==> src/design/mrsp_pkg.sv <==
package mrsp_pkg;

   // result command codes
   typedef enum logic [2:0] {
      CMD_NOTE_OFF   = 3'd0,
      CMD_NOTE_ON    = 3'd1,
      CMD_CONTROLLER = 3'd2,
      CMD_PROGRAM    = 3'd3,
      CMD_PITCH_BEND = 3'd4
   } command_type;

   // status byte high nibbles
   localparam logic [3:0] STAT_NOTE_OFF   = 4'h8;
   localparam logic [3:0] STAT_NOTE_ON    = 4'h9;
   localparam logic [3:0] STAT_AFTERTOUCH = 4'hA;
   localparam logic [3:0] STAT_CONTROLLER = 4'hB;
   localparam logic [3:0] STAT_PROGRAM    = 4'hC;
   localparam logic [3:0] STAT_PITCH_BEND = 4'hE;

   // lowest realtime byte
   localparam logic [7:0] REALTIME_MIN = 8'hF8;

   localparam int RSP_DATA_W = 40;

   // registered input byte handed to the decoder
   typedef struct packed {
      logic       valid;
      logic [7:0] data_byte;
   } in_item_type;

   typedef struct packed {
      logic signed [13:0] bend;
      logic [6:0]         second_value;
      logic [6:0]         first_value;
      logic [3:0]         channel;
      command_type        command;
   } result_type;

endpackage

==> src/design/midi_running_status_parser.sv <==
// midi running status parser
// req channel: one raw midi byte per transaction on req_tdata; bytes with
//   bit 7 set are status, 0xf8 and up are realtime and are dropped
// rsp channel: one decoded channel message per transaction; note off/on,
//   controller, program change and pitch bend, with channel and values
// a byte is registered in the input stage, decoded against the running
//   status in one pass and the result lands in the output register
// path: a byte that completes a message passes the input register, then the
//   result register to rsp_tvalid; bytes that complete nothing give no transaction
// throughput: one byte per cycle while no result waits on rsp_tready, set
//   by the single-pass decode between the input and result registers
// stall: while rsp_tready is low and a result waits, the input stage still
//   takes one byte; req_tready drops once that byte is also held
// reset: running status, data position and first byte clear to zero, so
//   data bytes before any status byte are ignored; both channels go empty
module midi_running_status_parser
   import mrsp_pkg::*;
(
   input  logic                  clock,
   input  logic                  reset,
   input  logic                  req_tvalid,
   output logic                  req_tready,
   input  logic [7:0]            req_tdata,   // [7:0] data_byte
   output logic                  rsp_tvalid,
   input  logic                  rsp_tready,
   output logic [RSP_DATA_W-1:0] rsp_tdata    // [2:0] command, [6:3] channel,
                                              // [13:7] first_value,
                                              // [20:14] second_value,
                                              // [34:21] bend, [39:35] zero
);

   in_item_type item;
   logic        consume;
   result_type  result;

   // input register
   mrsp_in_stage u_in_stage (
      .clock      (clock),
      .reset      (reset),
      .req_tvalid (req_tvalid),
      .req_tready (req_tready),
      .req_tdata  (req_tdata),
      .consume    (consume),
      .item       (item)
   );

   // parser state, decode and result register
   mrsp_decode u_decode (
      .clock     (clock),
      .reset     (reset),
      .item      (item),
      .consume   (consume),
      .out_valid (rsp_tvalid),
      .out_ready (rsp_tready),
      .result    (result)
   );

   // result fields packed from the lowest bit up, zero filled to 40 bits
   assign rsp_tdata = {{(RSP_DATA_W - $bits(result_type)){1'b0}}, result};

endmodule

==> src/design/mrsp_in_stage.sv <==
module mrsp_in_stage
   import mrsp_pkg::*;
(
   input  logic        clock,
   input  logic        reset,
   input  logic        req_tvalid,
   output logic        req_tready,
   input  logic [7:0]  req_tdata,
   input  logic        consume,
   output in_item_type item
);

   logic       valid_ff, valid_in;
   logic [7:0] byte_ff, byte_in;

   // stage frees up when empty or when the decoder takes its byte this cycle
   assign req_tready = !valid_ff || consume;

   always_comb begin
      valid_in = valid_ff;
      byte_in  = byte_ff;
      if (req_tready) begin
         valid_in = req_tvalid;
         byte_in  = req_tdata;
      end
   end

   always_ff @(posedge clock) begin
      if (reset) begin
         valid_ff <= 1'b0;
      end else begin
         valid_ff <= valid_in;
      end
      byte_ff <= byte_in;
   end

   assign item.valid     = valid_ff;
   assign item.data_byte = byte_ff;

endmodule

==> src/design/mrsp_decode.sv <==
module mrsp_decode
   import mrsp_pkg::*;
(
   input  logic        clock,
   input  logic        reset,
   input  in_item_type item,
   output logic        consume,
   output logic        out_valid,
   input  logic        out_ready,
   output result_type  result
);

   logic [7:0] status_ff, status_in;
   logic       pos_ff, pos_in;
   logic [6:0] held_ff, held_in;
   logic       out_valid_ff, out_valid_in;
   result_type result_ff, result_in;

   logic       hit;
   result_type res;
   logic [7:0] b;
   logic [3:0] chan;

   assign b       = item.data_byte;
   assign chan    = status_ff[3:0];
   // byte is processed once the result register can take whatever it yields
   assign consume = item.valid && (!out_valid_ff || out_ready);

   always_comb begin
      status_in        = status_ff;
      pos_in           = pos_ff;
      held_in          = held_ff;
      hit              = 1'b0;
      res.command      = CMD_NOTE_OFF;
      res.channel      = chan;
      res.first_value  = held_ff;
      res.second_value = b[6:0];
      res.bend         = '0;
      if (b[7]) begin
         if (b < REALTIME_MIN) begin
            status_in = b;
            pos_in    = 1'b0;
         end
      end else begin
         unique case (status_ff[7:4]) inside
            STAT_NOTE_OFF, STAT_NOTE_ON, STAT_AFTERTOUCH,
            STAT_CONTROLLER, STAT_PITCH_BEND: begin
               // two-byte messages share the pair counter
               if (!pos_ff) begin
                  held_in = b[6:0];
                  pos_in  = 1'b1;
               end else begin
                  pos_in = 1'b0;
                  hit    = (status_ff[7:4] != STAT_AFTERTOUCH);
               end
               if (status_ff[7:4] == STAT_CONTROLLER) begin
                  res.command = CMD_CONTROLLER;
               end else if (status_ff[7:4] == STAT_PITCH_BEND) begin
                  res.command      = CMD_PITCH_BEND;
                  res.first_value  = '0;
                  res.second_value = '0;
                  // (lsb | msb << 7) - 0x2000 flips the top bit
                  res.bend = {~b[6], b[5:0], held_ff};
               end else if (status_ff[4] && b[6:0] != 7'd0) begin
                  res.command = CMD_NOTE_ON;
               end
            end
            STAT_PROGRAM: begin
               hit              = 1'b1;
               res.command      = CMD_PROGRAM;
               res.first_value  = b[6:0];
               res.second_value = '0;
            end
            default: begin
            end
         endcase
      end
   end

   always_comb begin
      out_valid_in = out_valid_ff;
      result_in    = result_ff;
      if (consume) begin
         out_valid_in = hit;
         result_in    = res;
      end else if (out_ready) begin
         out_valid_in = 1'b0;
      end
   end

   always_ff @(posedge clock) begin
      if (reset) begin
         status_ff    <= '0;
         pos_ff       <= 1'b0;
         held_ff      <= '0;
         out_valid_ff <= 1'b0;
      end else begin
         out_valid_ff <= out_valid_in;
         if (consume) begin
            status_ff <= status_in;
            pos_ff    <= pos_in;
            held_ff   <= held_in;
         end
      end
      result_ff <= result_in;
   end

   assign out_valid = out_valid_ff;
   assign result    = result_ff;

   a_realtime_keeps_state: assert property (@(posedge clock) disable iff (reset)
      consume && b >= REALTIME_MIN |=> $stable(status_ff) && $stable(pos_ff))
      else $error("realtime byte changed parser state");

   a_status_clears_pos: assert property (@(posedge clock) disable iff (reset)
      consume && b[7] && b < REALTIME_MIN |=> !pos_ff && status_ff == $past(b))
      else $error("status byte not latched");

   a_note_on_velocity: assert property (@(posedge clock) disable iff (reset)
      out_valid_ff && result_ff.command == CMD_NOTE_ON |-> result_ff.second_value != 7'd0)
      else $error("note on with zero velocity");

   a_bend_fields: assert property (@(posedge clock) disable iff (reset)
      out_valid_ff && result_ff.command != CMD_PITCH_BEND |-> result_ff.bend == '0)
      else $error("bend set on non pitch bend result");

   a_no_result_from_idle: assert property (@(posedge clock) disable iff (reset)
      !item.valid && !out_valid_ff |=> !out_valid_ff)
      else $error("result without a transaction");

endmodule

==> config.mk <==
export PLATFORM = sky130hd
export DESIGN_NAME = midi_running_status_parser
export DESIGN_NICKNAME = d
export VERILOG_FILES = /design/src/design/mrsp_pkg.sv /design/src/design/midi_running_status_parser.sv /design/src/design/mrsp_in_stage.sv /design/src/design/mrsp_decode.sv
export SDC_FILE = /design/constraint.sdc
export NUM_CORES = 1
export LEC_CHECK = 0
export BUFFER_PORTS_ARGS = -buffer_cell sky130_fd_sc_hd__buf_4
export CORE_UTILIZATION = 25
export CTS_CLUSTER_DIAMETER = 80
export DETAILED_ROUTE_END_ITERATION = 10
export GPL_TIMING_DRIVEN = 0
export SYNTH_ARGS = -nofsm -noshare
export SYNTH_HDL_FRONTEND = slang
export SYNTH_HIERARCHICAL = 1
export SYNTH_SLANG_ARGS = --single-unit
==> constraint.sdc <==
create_clock -name clock -period 4.7 [get_ports clock]
set_clock_uncertainty 0.15 [all_clocks]
set_input_delay 0.94 -clock clock [delete_from_list [all_inputs] [get_ports clock]]
set_output_delay 0.94 -clock clock [all_outputs]
set_load 0.005 [all_outputs]
== Word-level counts from Yosys, hierarchy flattened ==
Index checks and enable logic that the tools add are counted.

* Magnitude comparators: 1
* Equal/unequal tests: 8
* Multiplexer cells: 17
* Bitwise operators: 5
* Reductions and logical operators: 14

{| class="wikitable"
|+ Operator list
! cell !! number
|-
| two-way mux 28 bit || 2
|-
| one-hot mux 14 bit (2 select lines) || 1
|-
| equality test 4 bit (second input constant) || 6
|-
| two-way mux 14 bit || 1
|-
| two-way mux 1 bit || 9
|-
| < comparator 8 bit (second input constant) || 1
|-
| nonzero test 7 bit || 1
|-
| two-way mux 3 bit || 2
|-
| one-hot mux 3 bit (2 select lines) || 1
|-
| AND reduction 3 bit || 2
|-
| NOT 1 bit || 5
|-
| OR reduction 5 bit || 1
|-
| != test 4 bit (second input constant) || 1
|-
| AND reduction 4 bit || 1
|-
| nonzero test 2 bit || 2
|-
| OR reduction 4 bit || 1
|-
| logical AND 1 bit || 2
|-
| zero test 1 bit || 2
|-
| logical OR 1 bit || 2
|-
| != test 2 x 1 -> 1 bit (second input constant) || 1
|-
| one-hot mux 1 bit (2 select lines) || 1
|}

* Register bits: 61
* Input port bits: 12
* Output and inout port bits: 42
* Word-level logic and storage cells: 56

== Longest topological paths before layout ==
* Word-level depth: 6
* Mapped depth: 5
* Depth with buffers taken out: 5

== Hierarchy ==
The synthesis kept the hierarchy.

{| class="wikitable"
|+ Modules (own cells, without submodules)
! module !! instances !! cells an instance !! area each (sq um) !! sequential area each (sq um)
|-
| mrsp_decode || 1 || 170 || 2078.2 || 1391.3
|-
| mrsp_in_stage || 1 || 13 || 294.0 || 260.2
|-
| midi_running_status_parser || 1 || 6 || 41.3 || 0.0
|}

== Worst setup path before layout ==
OpenSTA, ideal clock, no wires.

* Path type: input to output
* From: input port rsp_tready
* To: output port req_tready
* Arrival: 2.256 ns
* Required time: 3.610 ns
* Path slack: 1.354 ns
* Stages: 4
* Cell sequence: nand2b_2 nand2_1 inv_1 nand2b_4

* Word-level cells in the longest chain between the ends: 3

{| class="wikitable"
|+ RTL lines
! item !! RTL line !! RTL
|-
| from (decl) || midi_running_status_parser.sv:25 || <nowiki>input logic rsp_tready,</nowiki>
|-
| logical OR 1 bit || mrsp_decode.sv:27 || <nowiki>assign consume = item.valid && (!out_valid_ff || out_ready);</nowiki>
|-
| logical AND 1 bit || mrsp_decode.sv:27 ||
|-
| via consume || midi_running_status_parser.sv:33 || <nowiki>logic consume;</nowiki>
|-
| logical OR 1 bit || mrsp_in_stage.sv:17 || <nowiki>assign req_tready = !valid_ff || consume;</nowiki>
|-
| to (decl) || midi_running_status_parser.sv:22 || <nowiki>output logic req_tready,</nowiki>
|}

The timed path passes the listed nets, and every way through them passes these cells.

== Worst setup path after layout ==
Ends and elaborated chain as after synthesis.

==> metrics.md <==
| Metric | Value |
|---|---|
| Status | complete, no violations |
| Multi-input gate area | 686.9 um2 |
| CP most frequent cell | buf_4 |
| Clk_lat worst skew | 0.33 ns |
| Hold Path Cell Cnt | 0 |
| Clock Path Buffers | 2 |
| Total CTS buffers | 9 |
| Cells on worst reg2reg path | 5 |
| Crit-path max FO | 10 |
| Via-to-Cell Ratio | 4.127 |
| Critical Path AT | 2.25 ns |
| Worst hold slack | 0.2827 ns |
| Cells after synthesis | 189 |
| R2R Setup Slk | 2.83 ns |
| Final number of max-transition violations | 0 |
| Layout Area Growth over Synthesis | 31.57% |
| CTS tree | yes |
| DRT antenna net count | 0 |
| Share of layout cells above drive strength 1 | 30.62% |
| Clock Sinks | 61 |
| Vias | 1597 |
| Worst Setup Path Type | input port to output pin |
| Worst EP required | 3.61 ns |
| FILL cells | 949 |
| Ant. Diodes | 0 |
| Register area share after synthesis | 68.43% |
| Post-CTS Hold Fix Bufs | 0 |
| DR pass1 iterations | 4 |
| GRT Util Overall | 10.55% |
| Final #Nets | 265 |
| Rel. slew slack | 50.95% |
| FFs w/ async S/R, synth | 0% |
| Pin count of the biggest net entering global routing | 37 |
| Post-CTS Setup Inserts | 0 |
| Syn Area/Cell | 12.77 um2 |
| Initial DRC count | 57 |
| CP endpoint kind | output pin |
| Worst min path class | register to register |
| CTS root buffer | clkbuf_8 |
| CP max stage delay | 0.35 ns |
| Hold Crit Endpoint | u_decode/result[3] |
| Leakage power | 1.205 nW |
| Setup violators final | 0 |
| Die Ht | 100.3 um |
| Max-cap violations | 0 |
| Initial antenna violation count | 0 |
| Ports | 54 |
| Crit start category | input port |
| Synth area leader | edfxtp_1 |
| Drt total wl | 4788 um |
| Top post-synthesis cells by area | edfxtp_1, dfxtp_1, and2_1, nand2_1, mux2i_1 |
| VDD IR-drop max | 204.0 uV |
| Worst-path cell chain | buf_4 -> nand2b_2 -> nand2_1 -> clkinv_1 -> nand2b_4 -> buf_4 |
| Most common cell after layout, fill and taps aside | buf_4 |
| Post-synth top area share | 53.50% |
| Final HPWL DP | 3411 um |
| Post-cts sizing count | 0 |
| Crit share post-route | 71.13% |
| Vias in the first global route | 1596 |
| Port Buffer Count | 48 |
| Seq. cell area | 1652 um2 |
| Power Dens Cells | 375.5 nW/um2 |
| Grt ovf | 0 |
| Clk pin slew, worst setup/hold paths | 0.07 ns |
| Synth warn | 6 |
| Die ar. | 10050 um2 |
| Minimum clock period | 3.343 ns |
| Synth Flop Type | edfxtp_1 |
| Slowest-stage cell, CP | clkinv_1 |
| RR Endpoint | u_decode/result[30] |
| Routed WL per cell | 12.37 um |
| Yosys reg bits | 61 |
| Placeable core area | 9284 um2 |
| Initial Util | 26.00% |
| Synthesized area | 2414 um2 |
| Hold Vio Cnt, Final | 0 |
| Beginning of the worst hold path | u_decode/status_ff[0] |
| Chip width | 100.3 um |
| CTS H-tree depth | 3 |
| Cell variety after synth | 36 |
| Slew of the pin with the lowest slew margin | 0.7302 ns |
| Fmax | 299.1 MHz |
| Fin Setup TNS | 0 ns |
| Post-synth EDFFs | 43 |
| Commonest cells after routing, fill and taps aside | buf_4, edfxtp_1, nand2_1 |
| Row count | 35 |
| First-pass GRT wire length | 7838 um |
| Reg-to-Reg Start | u_in_stage/byte_ff[7] |
| Gpl congestion | 0.8192 |
| RSZ-0062 raised after global routing | false |
| DRC violations left | 0 |
==> cells in the mapped netlist (2+ instances only) <==
library cell   n
a211oi_1       3
a21oi_1        2
a31o_1         3
and2_1        20
buf_2          3
buf_4          6
clkbuf_1       2
dfxtp_1       18
edfxtp_1      43
inv_1          6
mux2i_1        7
nand2_1       31
nand2b_1       2
nand3_1        3
nor2_1         4
nor3_1         5
nor3b_1        2
o21a_1         2
o21ai_0        2
o21ai_1        7
o221a_1        2
or2_1          2
==> stage by stage <==
| stage | cells | area (um2) | power [mW] | setup WS (ns) | utilization [%] |
|---|---|---|---|---|---|
| floorplan | 193 | 2429 | 0.6729 | 1.354 | - |
| detailed placement | 370 | 2950 | 0.7202 | 0.7339 | 31.78 |
| CTS | 386 | 3156 | 1.204 | 0.7239 | 33.99 |
| finish | 387 | 3176 | 1.192 | 1.357 | 34.20 |
| global route | 387 | 3176 | 1.241 | 1.258 | 34.20 |
| global placement | 370 | 2950 | 0.7179 | 0.7933 | 31.78 |
==> state kept, by name, summed over array words and instances (netlist names) <==
| signal | cells |
|---|---|
| u_in_stage/byte_ff | 8 |
| u_decode/status_ff | 8 |
| u_decode/out_valid | 1 |
| u_in_stage/valid_ff | 1 |
| u_decode/result | 35 |
| u_decode/pos_ff | 1 |
| u_decode/held_ff | 7 |
==> cells by family after synthesis <==
| family | count (synthesis) | share of synthesized area, % |
|---|---|---|
| buf+inv | 17 | 3.732 |
| compound gates | 24 | 6.947 |
| simple gates | 79 | 17.83 |
| flops | 61 | 68.43 |
| other cells | 1 | 0.1554 |
| mux | 7 | 2.903 |
==> critical path: cells and delay by family <==
kind | cells | cell delay (ns)
buffers and inverters | 3 | 0.61
and+or+nand+nor | 3 | 0.70
==> routing by layer <==
metal	up-vias	wire (um)	track usage, %
li1	786	-	-
met1	736	2211	12.99
met2	64	2188	16.33
met3	11	301	3.969
met4	0	87	5.017
met5	-	0	0
==> report_power, final <==
group          leakage, nW  total (mW)  internal (mW)  switching (mW)
registers            0.572       0.625          0.604          0.0208
clock network        0.105       0.484          0.293           0.190
logic                0.528      0.0840         0.0432          0.0408
total                 1.20        1.19          0.940           0.252
==> layout make-up <==
type                    count  share of cell area [%]
clock inverters             6                   2.443
repair buffers             49                   11.98
plain buffers              11                   2.128
flip-flops and latches     61                   52.01
multi-input cells         115                   21.63
clock buffers              10                   4.019
inverters                   6                  0.7092
well taps                 129                   5.083
==> worst max path at each step <==
stage,depth (start not counted),endpoint,from,slack [ns]
6_report,6,req_tready,rsp_tready,1.36
5_1_grt,6,req_tready,rsp_tready,1.26
4_1_cts,6,req_tready,rsp_tready,0.72
3_3_place_gp,6,req_tready,rsp_tready,0.79
2_1_floorplan,4,req_tready,rsp_tready,1.35
3_5_place_dp,6,req_tready,rsp_tready,0.73
(Power assumes the default switching activity.)
